### src/sv/tskt_pkg.sv
`timescale 1ns / 1ps
// Shared types and codes for the timestamp-sorted keyed table.
// No dependencies.
package tskt_pkg;

   typedef enum logic [2:0] {
      REQ_ADD     = 3'd0,
      REQ_RM_KEY  = 3'd1,
      REQ_CLEAR   = 3'd2,
      REQ_READ    = 3'd3,
      REQ_RM_POS  = 3'd4
   } req_code_type;

   typedef enum logic [2:0] {
      RSP_UNCHANGED   = 3'd0,
      RSP_ADDED       = 3'd1,
      RSP_CHANGED     = 3'd2,
      RSP_REMOVED     = 3'd3,
      RSP_READ        = 3'd4,
      RSP_NOT_FOUND   = 3'd5,
      RSP_FULL        = 3'd6,
      RSP_CLEAR_EMPTY = 3'd7
   } rsp_code_type;

   typedef struct packed {
      logic [2:0]         req_type;
      logic [15:0]        key_id;
      logic signed [63:0] stamp;
      logic [3:0]         position;
   } req_item_type;

   typedef struct packed {
      logic [2:0]         code;
      logic [15:0]        out_key;
      logic signed [63:0] out_stamp;
      logic [4:0]         fill_count;
      logic               last;
   } rsp_type;

   typedef enum logic [2:0] {
      DP_NONE, DP_CAPTURE, DP_LOOKUP, DP_DELETE, DP_INSERT, DP_POP
   } dp_op_type;

   // where the result key/stamp come from
   typedef enum logic [2:0] {
      SRC_REQ, SRC_REQ_KEY, SRC_SEL, SRC_HEAD, SRC_ZERO
   } src_type;

   typedef enum logic [2:0] {
      ST_IDLE, ST_LOOKUP, ST_DECIDE, ST_DELETE, ST_INSERT, ST_EMIT, ST_CLEAR
   } state_type;

   typedef struct packed {
      dp_op_type    op;
      logic         emit;
      rsp_code_type code;
      src_type      src;
      logic         zero_fill;
      logic         last;
   } cmd_type;

   typedef struct packed {
      logic [2:0] req_code;
      logic       found;
      logic       same_stamp;
      logic       full;
      logic       empty;
      logic       one_left;
      logic       out_free;
   } status_type;

endpackage

### src/sv/tskt_ctrl.sv
`timescale 1ns / 1ps
// Controller state machine: sequences lookup, delete, insert and result steps.
// Depends on tskt_pkg.
module tskt_ctrl (
   input  logic                 clock,
   input  logic                 reset,
   input  logic                 req_valid,
   input  logic [2:0]           req_code,
   output logic                 req_ready,
   input  tskt_pkg::status_type status,
   output tskt_pkg::cmd_type    cmd
);
   import tskt_pkg::*;

   state_type    state_ff, state_in;
   rsp_code_type code_ff, code_in;
   src_type      src_ff, src_in;
   logic         ins_ff, ins_in;

   always_ff @(posedge clock) begin
      if (reset) state_ff <= ST_IDLE;
      else       state_ff <= state_in;
      code_ff <= code_in;
      src_ff  <= src_in;
      ins_ff  <= ins_in;
   end

   always_comb begin
      state_in      = state_ff;
      code_in       = code_ff;
      src_in        = src_ff;
      ins_in        = ins_ff;
      req_ready     = 1'b0;
      cmd.op        = DP_NONE;
      cmd.emit      = 1'b0;
      cmd.code      = code_ff;
      cmd.src       = src_ff;
      cmd.zero_fill = 1'b0;
      cmd.last      = 1'b1;
      unique case (state_ff)
         ST_IDLE: begin
            req_ready = 1'b1;
            if (req_valid) begin
               cmd.op = DP_CAPTURE;
               priority if (req_code == REQ_CLEAR) state_in = ST_CLEAR;
               else if (req_code == REQ_ADD || req_code == REQ_RM_KEY ||
                        req_code == REQ_READ || req_code == REQ_RM_POS)
                  state_in = ST_LOOKUP;
               else state_in = ST_IDLE;
            end
         end
         ST_LOOKUP: begin
            cmd.op   = DP_LOOKUP;
            state_in = ST_DECIDE;
         end
         ST_DECIDE: begin
            ins_in = 1'b0;
            priority if (status.req_code == REQ_ADD) begin
               priority if (status.found && status.same_stamp) begin
                  cmd.code = RSP_UNCHANGED; cmd.src = SRC_REQ;
                  cmd.emit = status.out_free;
               end else if (status.found) begin
                  code_in = RSP_CHANGED; src_in = SRC_REQ; ins_in = 1'b1;
                  state_in = ST_DELETE;
               end else if (status.full) begin
                  cmd.code = RSP_FULL; cmd.src = SRC_REQ;
                  cmd.emit = status.out_free;
               end else begin
                  code_in = RSP_ADDED; src_in = SRC_REQ;
                  state_in = ST_INSERT;
               end
            end else if (status.req_code == REQ_RM_KEY) begin
               if (!status.found) begin
                  cmd.code = RSP_NOT_FOUND; cmd.src = SRC_REQ_KEY;
                  cmd.emit = status.out_free;
               end else begin
                  code_in = RSP_REMOVED; src_in = SRC_SEL; state_in = ST_DELETE;
               end
            end else if (status.req_code == REQ_READ) begin
               cmd.code = status.found ? RSP_READ : RSP_NOT_FOUND;
               cmd.src  = status.found ? SRC_SEL : SRC_ZERO;
               cmd.emit = status.out_free;
            end else begin
               if (!status.found) begin
                  cmd.code = RSP_NOT_FOUND; cmd.src = SRC_ZERO;
                  cmd.emit = status.out_free;
               end else begin
                  code_in = RSP_REMOVED; src_in = SRC_SEL; state_in = ST_DELETE;
               end
            end
            if (cmd.emit) state_in = ST_IDLE;
         end
         ST_DELETE: begin
            cmd.op   = DP_DELETE;
            state_in = ins_ff ? ST_INSERT : ST_EMIT;
         end
         ST_INSERT: begin
            cmd.op   = DP_INSERT;
            state_in = ST_EMIT;
         end
         ST_EMIT: begin
            if (status.out_free) begin
               cmd.emit = 1'b1;
               state_in = ST_IDLE;
            end
         end
         ST_CLEAR: begin
            cmd.zero_fill = 1'b1;
            if (status.out_free) begin
               cmd.emit = 1'b1;
               if (status.empty) begin
                  cmd.code = RSP_CLEAR_EMPTY; cmd.src = SRC_ZERO;
                  state_in = ST_IDLE;
               end else begin
                  cmd.op   = DP_POP;
                  cmd.code = RSP_REMOVED; cmd.src = SRC_HEAD;
                  cmd.last = status.one_left;
                  if (status.one_left) state_in = ST_IDLE;
               end
            end
         end
         default: state_in = ST_IDLE;
      endcase
   end

`ifndef SYNTH
   a_ready_idle: assert property (@(posedge clock) disable iff (reset)
      req_ready |-> state_ff == ST_IDLE)
      else $error("ready outside idle");
   a_pop_clear: assert property (@(posedge clock) disable iff (reset)
      cmd.op == DP_POP |-> state_ff == ST_CLEAR && cmd.emit)
      else $error("pop without a result");
   a_emit_back: assert property (@(posedge clock) disable iff (reset)
      cmd.emit && cmd.last |=> state_ff == ST_IDLE)
      else $error("final result did not end the request");
`endif
endmodule

### config.mk
export PLATFORM = sky130hd
export DESIGN_NAME = tskt_ctrl
export DESIGN_NICKNAME = d
export VERILOG_FILES = /design/src/sv/tskt_pkg.sv /design/src/sv/tskt_ctrl.sv
export SDC_FILE = /design/constraint.sdc
export NUM_CORES = 1
export LEC_CHECK = 0
export BUFFER_PORTS_ARGS = -buffer_cell sky130_fd_sc_hd__buf_2
export CORE_UTILIZATION = 50
export DETAILED_ROUTE_END_ITERATION = 7
export HOLD_SLACK_MARGIN = 0.08
export PLACE_DENSITY = 0.89
export SLEW_MARGIN = 30
export SYNTH_ARGS = -nofsm -noshare
export SYNTH_HDL_FRONTEND = slang
export SYNTH_SLANG_ARGS = --single-unit
### constraint.sdc
create_clock -name clock -period 1.9 [get_ports clock]
set_input_delay 0.095 -clock clock [delete_from_list [all_inputs] [get_ports clock]]
set_output_delay 0.095 -clock clock [all_outputs]
set_load 0.02 [all_outputs]
==> results of run 1 <==
[sequential cells by signal, indices dropped and copies added, names as in the netlist]
| name | count |
|---|---|
| ins_ff | 1 |
| src_ff | 3 |
| state_ff | 3 |
| code_ff | 2 |
[power groups by stage]
stage	Combinational (mW)	Clock [mW]	Sequential [mW]
2_1_floorplan	0.526	0	0.297
3_3_place_gp	0.731	0	0.300
3_5_place_dp	0.750	0	0.304
4_1_cts	0.759	0.146	0.302
5_1_grt	0.847	0.157	0.308
6_report	0.770	0.148	0.304
[worst min-delay path by stage]
stage / start / end / slack, ns / depth (start not counted)
after global routing: status[4] / ins_ff / 0.18 / 2
after global placement: reset / state_ff[0] / 0.31 / 2
after detailed placement: reset / state_ff[0] / 0.32 / 2
final: status[4] / ins_ff / 0.18 / 2
after CTS: status[4] / ins_ff / 0.18 / 2
after floorplan: reset / state_ff[0] / 0.16 / 1
[routing by layer]
metal | GRT usage, % | up-vias
li1 | - | 518
met1 | 37.8 | 499
met2 | 55.0 | 42
met3 | 4.90 | 8
met4 | 9.09 | 0
met5 | 0 | -
[cells by family after synthesis]
| group | Yosys count |
|---|---|
| and+or+nand+nor | 55 |
| AOI/OAI and AO/OA | 37 |
| buffers and inverters | 16 |
| DFF | 9 |
| muxes | 3 |
| adders and majority gates | 1 |
[critical path, delay by kind of cell, from the launching register on]
family | cells | cell delay (ns)
buffers and inverters | 2 | 0.33
AO/OA/AOI/OAI | 2 | 0.25
flip-flops | 1 | 0.33
AND/OR/NAND/NOR | 3 | 0.51
[metrics by stage]
step / instance area, um2 / hold slack [ns]
floorplan: 900 / 0.161
global placement: 1080 / 0.313
detailed placement: 1080 / 0.317
CTS: 1120 / 0.184
global route: 1130 / 0.176
finish: 1130 / 0.179
[placed cells by master, fill, tap and decap left out, types with 2 or more instances in the layout]
cell type / count
a21oi_1: 9
clkbuf_4: 3
nor3b_1: 2
nor2b_1: 3
inv_2: 4
o211ai_1: 2
dfxtp_1: 2
o311ai_1: 4
buf_4: 7
buf_2: 27
edfxtp_1: 6
and3_1: 2
nand3_1: 5
or3_1: 2
nand2_1: 16
o21ai_0: 5
a211oi_1: 2
o21ai_1: 4
inv_1: 6
nor2_1: 9
nor3_1: 6
mux2i_1: 2
[final cells by class]
type | count | area [um2]
Clock buffer | 4 | 26.3
Inverter | 10 | 37.5
Timing Repair Buffer | 35 | 198
Fill cell | 142 | 464
Tap cell | 24 | 30.0
Multi-Input combinational cell | 96 | 597
Sequential cell | 9 | 241
[what timing repair did]
item                                   CTS  global route
pin swaps                                0             0
gates resized for setup                  2             2
hold buffers                             1             0
endpoints found under the hold margin    1             0
setup endpoints to repair                2             2
cloned                                   0             0
==> metrics.txt, run 1 <==
met2 WL=around 1300 um; worst setup path endpoint=cmd[4]; CTS tree=built; placed cells=173; root buf cell=clkbuf_4; crit path max fanout=9; worst-path cell chain=and2b_2 > nand2_2 > inv_2 > a21oi_2 > nand2_1 > o311ai_1 > buf_2; Final Cycle Share=between 90% and 100%; Util after Layout=70.9%; final WL=2620 um; clock-pin slew on the worst setup and hold paths=around 0.07 ns; layout cells sized above 1=around 33%; Least-Margin Pin Slew=0.569 ns; switching power=approximately 590 uW; RD Place Congestion=a little under 0.9; routed vias=approximately 1100; Synth Area in Compound Gates=29.6%; overall power=1.22 mW; Setup WS pre-CTS=0.126 ns; hpwl dp=around 2100 um; num rows=14; multiplexer share of the synthesized area=under 10%; largest family of logic cells by synthesized area=simple AND/OR/NAND/NOR gates; final setup fails=0; fin. max-slew vios=0; dominant cell type by area after synthesis=edfxtp_1; xor and xnor fraction of the mapped netlist area=0%; EDFF count, synth=6; count leader, synth=nand2_1; Post-Syn Nets=between 100 and 150; Reg-to-Reg Start=state_ff[0]; Starting DRT DRC Count=25; Setup Skew=roughly 0.0084 ns; most frequent cells after synthesis=nand2_1, a21oi_1, nor2_1; antenna-violating nets left=0; die area=1970 um2; CP peak stage delay=0.33 ns; FF+latch count, synth=9; Met3 Wirelength=roughly 100 um; number of global-route vias before repair=~1000; Mapped Cells=between 100 and 150; initial core utilization=56.4%; sw frac=between 40% and 50%; Area Overhead vs Synth=25.6%; Crit Reg-Reg Endpoint=state_ff[1]; Worst R2R Path Depth=5; CTS sink cnt=9; unrepaired setup endpoints after global routing=no; # Max-Cap Violations=0; CTS Buffer Depth=2; synthesized cell area=roughly 900 um2; combinational share of power=roughly 63%; gr usage total=just over 30%; Cell Pwr Density=between 1000 and 1500 nW/um2; port bufs=27; total grt overflow=0; final hold vios=0; worst skew pair latency=~0.26 ns; Tightest Hold Check Type=in2reg; Pre-Repair DR Iteration Count=4; total CTS buffers=3; Routed met1 length=about 1100 um; Synth Area in Adders=around 1.4%; Max Clk Rate=about 0.56 GHz; Yosys cell types=43; antenna violations before repair=0; Synth top area share=between 20% and 30%; Final Worst Setup Slack=around 0.12 ns; H-tree lvl count=1; DR vias/cell=approximately 6; diode count=0; slowest CP cell=dfxtp_1; asr flop ratio synth=0%; post-DR wirelength/cell=between 10 and 15 um; Critical Path RT=approximately 1.8 ns; Syn. warnings=0; WP data arrival=1.69 ns; Core Area=around 1600 um2; setup_tns=0 ns; # nets final=between 150 and 200; Area contributors post-synth=edfxtp_1, nand2_1, dfxtp_1; Top Layer Used=met4; status=finished, final reports clean; sequential-to-total area share from yosys stat=26.7%; Setup CP Type=reg2out; Sequential Power Share=between 20 and 25%; Synth Area in Simple Gates=a little over 30%; crit path time final=roughly 1.8 ns; Die Ht=between 40 and 50 um; drt drc=0; Pint=around 630 uW; I/O Pins=28; startpoint types=flop; largest net degree at the start of global routing=13; first-pass GRT wire length=4550 um; Non-Filler Instances=between 150 and 200; synthesized area per cell=roughly 7.4 um2; Pleak=0.472 nW; Post CTS Setup Buffer Count=0; Max transition margin=between 60% and 70%; CP endpoint kind=output pin; clock share of power=between 10% and 20%; die width=roughly 44 um; register-to-register setup slack=around 0.26 ns; peak supply drop=about 670 uV; ys flop type=edfxtp_1; crit path launch=state_ff[0]
Power figures use the tool's default switching activity.
==> run 2: changes to the inputs <==
- SLEW_MARGIN: 30 -> not set
- clock period: 1.9 -> 1.8 ns (I/O delays scaled with it)
==> run 2 against run 1 <==
First-iteration DRC count grew 120%. Total power grew 8.6%. Via count grew 3.1%. Flip-flop and latch count is the same. Final cell count is the same. Worst setup slack lost 0.043 ns. Design area grew 0.89%. Hold slack lost 0.021 ns. Non-clock buffer count is the same. Combinational power grew 10%. Die area is the same. Wire length grew 2.1%. Critical path type unchanged. Largest power group unchanged.
==> metrics.txt, run 2 (same netlist as run 1, synthesis figures left out) <==
status=finished, final reports clean (unchanged); final WL=2670 um (was 2620 um); antenna violations before repair=0 (unchanged); die width=44.4 um (unchanged); largest net degree at the start of global routing=17 (was 13); Final Cycle Share=between 90% and 100%; Max Clk Rate=0.580 GHz; unrepaired setup endpoints after global routing=no (unchanged); total CTS buffers=3 (unchanged); crit path time final=approximately 1.7 ns; Least-Margin Pin Slew=0.458 ns (was 0.569 ns); hpwl dp=1950 um (was 2060 um); startpoint types=flop (unchanged); final hold vios=0 (unchanged); diode count=0 (unchanged); number of global-route vias before repair=988 (was 1028); Pleak=0.472 nW (about the same); Area Overhead vs Synth=26.7% (was 25.6%); most frequent cells in the layout=buf_2, nand2_1, nor2_1, a21oi_1, buf_4 (unchanged); commonest non-fill, non-tap cell in the layout=buf_2 (unchanged); Tightest Hold Check Type=in2reg (unchanged); antenna-violating nets left=0 (unchanged); CP endpoint kind=output pin (unchanged); Worst Path Buf+Inv=1 (was 2); drt drc=0 (unchanged); CTS tree=built (unchanged); placed cells=173 (unchanged); # Max-Cap Violations=0 (unchanged); die area=1970 um2 (unchanged); RD Place Congestion=0.927 (was 0.883); gr usage total=30.2% (was 30.7%); clock-pin slew on the worst setup and hold paths=0.06 ns (was 0.07 ns); area of placed instances=1080 um2 (unchanged); CTS Buffer Depth=2 (unchanged); first-pass GRT wire length=4370 um (was 4550 um); Starting DRT DRC Count=56 (was 25); worst-path cell chain=and2b_2 > and3_1 > a21oi_2 > nand2_1 > o311ai_1 > buf_2 (was and2b_2 > nand2_2 > inv_2 > a21oi_2 > nand2_1 > o311ai_1 > buf_2); H-tree lvl count=1 (unchanged); Pre-Repair DR Iteration Count=5 (was 4); cell family with most CP delay=simple AND/OR/NAND/NOR gates (unchanged); I/O Pins=28 (unchanged); final setup fails=0 (unchanged); worst skew pair latency=0.27 ns (was 0.26 ns); Die Ht=44.4 um (unchanged); initial core utilization=56.4% (unchanged); fin. max-slew vios=0 (unchanged); crit path max fanout=6 (was 9); Critical Path RT=1.71 ns (was 1.80 ns); Cell Pwr Density=1160 nW/um2 (was 1080 nW/um2); num rows=14 (unchanged); port bufs=27 (unchanged); Util after Layout=71.5% (was 70.9%); CTS sink cnt=9 (unchanged); routed vias=1100 (was 1067); Finished Cell Area=1140 um2 (was 1130 um2); Non-Filler Instances=178 (unchanged); Max transition margin=68.7% (was 61.1%); layout cells sized above 1=33.8% (was 33.1%); Setup Skew=0.0108 ns (was 0.00839 ns); WP data arrival=1.64 ns (was 1.69 ns); # nets final=171 (unchanged); post-DR wirelength/cell=15.0 um (was 14.7 um); Setup CP Type=reg2out (unchanged); overall power=1.33 mW (was 1.22 mW); largest registers=src_ff x3, state_ff x3, code_ff x2 (unchanged); peak supply drop=727 uV (was 666 uV); CP peak stage delay=0.32 ns (was 0.33 ns); DR vias/cell=6.18 (was 5.99); slowest CP cell=dfxtp_1 (unchanged); root buf cell=clkbuf_4 (unchanged); setup_tns=0 ns (unchanged); total grt overflow=0 (unchanged); Core Area=1590 um2 (unchanged)
## run 2: worst paths after layout
check	to	slack [ns]	cells after the start	start
worst max-delay path	cmd[4]	0.07	6	state_ff[0]
worst min-delay path	ins_ff	0.16	2	status[4]
worst max register to register	state_ff[1]	0.18	5	state_ff[0]
worst min register to register	src_ff[1]	0.61	2	src_ff[1]
## run 2: metal layers
layer	GRT usage, %	routed length, um	up-vias
met5	0	0	-
met4	8.48	57	0
met3	7.35	200	8
met2	52.6	1370	73
met1	36.9	1040	500
li1	-	-	519
## run 2: power breakdown
group	leakage [nW]	switching (mW)	internal, mW
clock	0.0150	0.0761	0.0855
sequential	0.0783	0.0391	0.277
combinational	0.378	0.528	0.321
## run 2: metrics by stage
| step | setup slack [ns] | hold WS (ns) |
|---|---|---|
| final | 0.0747 | 0.159 |
| after floorplan | 0.154 | 0.156 |
| after global routing | 0.000499 | 0.159 |
| after global placement | 0.119 | 0.309 |
| after CTS | 0.00843 | 0.153 |
| after detailed placement | 0.0588 | 0.312 |
## run 2: final cells by class
cell class	instances	area (um2)
Clock buffer	4	26.3
Fill cell	124	454
Timing Repair Buffer	35	198
Multi-Input combinational cell	96	604
Sequential cell	9	241
Inverter	10	40.0
Tap cell	24	30.0
## run 2: repair_timing
| action | in CTS | in global routing |
|---|---|---|
| resized for setup | 1 | 5 |
| hold buffers | 1 | 0 |
| hold endpoints to repair | 2 | 0 |
| setup endpoints to repair | 1 | 7 |
| buffers inserted | 0 | 0 |
==> run 3: changes to the inputs <==
- CORE_ASPECT_RATIO: not set -> 0.9
==> run 3 against run 2 <==
Hold slack better by 0.016 ns. Critical path depth down 1. Combinational power up 6.8%. Clock skew down 0.0076 ns. Largest cell class unchanged. Largest power group unchanged.
==> metrics.txt, run 3 (same netlist as run 1, synthesis figures left out) <==
CTS Buffer Depth=2 (unchanged); Final Cycle Share=94.9% (was 95.8%); Met3 Wirelength=205 um (was 200 um); # Max-Cap Violations=0 (unchanged); CP peak stage delay=0.31 ns (was 0.32 ns); antenna violations before repair=0 (unchanged); root buf cell=clkbuf_4 (unchanged); Tightest Hold Check Type=in2reg (unchanged); Setup WS pre-CTS=0.0840 ns (was 0.0588 ns); commonest non-fill, non-tap cell in the layout=buf_2 (unchanged); final WL=2650 um (was 2670 um); peak supply drop=740 uV (was 727 uV); Top Layer Used=met4 (unchanged); # nets final=175 (was 171); fin. max-slew vios=0 (unchanged); Pleak=0.495 nW (was 0.472 nW); largest net degree at the start of global routing=11 (was 17); CP endpoint kind=output pin (unchanged); crit path max fanout=6 (unchanged); Pint=727 uW (was 684 uW); final setup fails=0 (unchanged); Routed met1 length=1090 um (was 1040 um); DR vias/cell=6.03 (was 6.18); Die Ht=42.2 um (was 44.4 um); I/O Pins=28 (unchanged); most frequent cells in the layout=buf_2, nand2_1, buf_4 (was buf_2, nand2_1, nor2_1, a21oi_1, buf_4); diode count=0 (unchanged); H-tree lvl count=1 (unchanged); gr usage total=29.8% (was 30.2%); worst-path cell chain=and2b_4 > nand2_4 > buf_4 > o311ai_2 > buf_2 (was and2b_2 > and3_1 > a21oi_2 > nand2_1 > o311ai_1 > buf_2); Setup CP Type=reg2out (unchanged); Layout fillers=155 (was 124); die area=1970 um2 (about the same); die width=46.7 um (was 44.4 um); slowest CP cell=dfxtp_1 (unchanged); unrepaired setup endpoints after global routing=no (unchanged); overall power=1.38 mW (was 1.33 mW); routed vias=1098 (was 1100); drt drc=0 (unchanged); final hold vios=0 (unchanged); Area Overhead vs Synth=30.6% (was 26.7%); setup_tns=0 ns (unchanged); combinational share of power=65.7% (was 64.0%); Worst Path Buf+Inv=2 (was 1); Util after Layout=69.9% (was 71.5%); CTS tree=built (unchanged); Max transition margin=69.9% (was 68.7%); total CTS buffers=3 (unchanged); crit path time final=1.71 ns (was 1.73 ns); Setup Skew=0.00318 ns (was 0.0108 ns); initial core utilization=53.5% (was 56.4%); clock share of power=10.9% (was 12.2%); port bufs=27 (unchanged); switching power=653 uW (was 643 uW); status=finished, final reports clean (unchanged); CTS sink cnt=9 (unchanged); first-pass GRT wire length=4220 um (was 4370 um); startpoint types=flop (unchanged); WP data arrival=1.62 ns (was 1.64 ns); met2 WL=1310 um (was 1370 um); Critical Path RT=1.71 ns (about the same); total grt overflow=0 (unchanged); RD Place Congestion=0.946 (was 0.927); Cell Pwr Density=1180 nW/um2 (was 1160 nW/um2); number of global-route vias before repair=964 (was 988); Sequential Power Share=23.4% (was 23.9%); antenna-violating nets left=0 (unchanged); post-DR wirelength/cell=14.6 um (was 15.0 um); Least-Margin Pin Slew=0.439 ns (was 0.458 ns); Max Clk Rate=0.586 GHz (was 0.580 GHz); Pre-Repair DR Iteration Count=4 (was 5); cell family with most CP delay=buffers and inverters (was simple AND/OR/NAND/NOR gates); num rows=14 (unchanged); Final Worst Setup Slack=0.0927 ns (was 0.0747 ns); Core Area=1680 um2 (was 1590 um2); worst skew pair latency=0.26 ns (was 0.27 ns); hpwl dp=2070 um (was 1950 um); sw frac=47.3% (was 48.5%); largest registers=src_ff x3, state_ff x3, code_ff x2 (unchanged); Starting DRT DRC Count=34 (was 56); layout cells sized above 1=35.4% (was 33.8%); clock-pin slew on the worst setup and hold paths=0.06 ns (about the same)
[run 3: changes by cell type in the layout (fill, tap and decap cells not counted), sizes merged]
cell	before	now
buf	34	38
[run 3: layer usage]
metal  vias to the layer above  GRT usage (%)
met5                         -              0
met4                         0           9.71
met3                         6           5.60
met2                        67           47.8
met1                       498           39.5
li1                        527              -
[run 3: through the flow]
stage | instances | instance area, um2 | hold WS [ns]
4_1_cts | 182 | 1160 | 0.161
5_1_grt | 182 | 1170 | 0.176
3_5_place_dp | 174 | 1090 | 0.311
6_report | 182 | 1170 | 0.175
3_3_place_gp | 174 | 1090 | 0.304
2_1_floorplan | 121 | 900 | 0.156
[run 3: layout make-up]
class,count,area (um2),share of cell area [%]
sequential,9,244,20.8
tap,24,30.0,2.56
clock buffer,4,26.3,2.24
multi-input combinational,96,609,51.9
inverter,10,37.5,3.19
timing repair buffer,39,228,19.4
[run 3: power by group through the flow]
stage / sequential (mW) / combinational [mW] / clock (mW)
global route: 0.329 / 0.986 / 0.169
global placement: 0.316 / 0.780 / 0
detailed placement: 0.318 / 0.816 / 0
floorplan: 0.313 / 0.555 / 0
CTS: 0.316 / 0.867 / 0.160
finish: 0.323 / 0.907 / 0.151
[run 3: timing repair]
action | in CTS | in global routing
setup endpoints to repair | 3 | 7
hold endpoints to repair | 2 | 0
setup buffers | 3 | 0
hold buffers | 1 | 0
resized for setup | 3 | 5
[run 3: worst reg2reg max path, stage by stage, from the launching register on]
cell and delay [ns]:
dfxtp_1 0.31, and2b_4 0.29, nand2_4 0.08, inv_2 0.09, buf_4 0.12, nand2_1 0.07
a21oi_1 0.29
[run 3: worst paths after layout]
| path | from | to | slack [ns] | cells past startpoint |
|---|---|---|---|---|
| worst max register to register | state_ff[0] | src_ff[1] | 0.22 | 6 |
| worst min register to register | src_ff[1] | src_ff[1] | 0.60 | 2 |
| worst max-delay path | state_ff[0] | cmd[5] | 0.09 | 5 |
| worst min-delay path | status[4] | ins_ff | 0.18 | 2 |
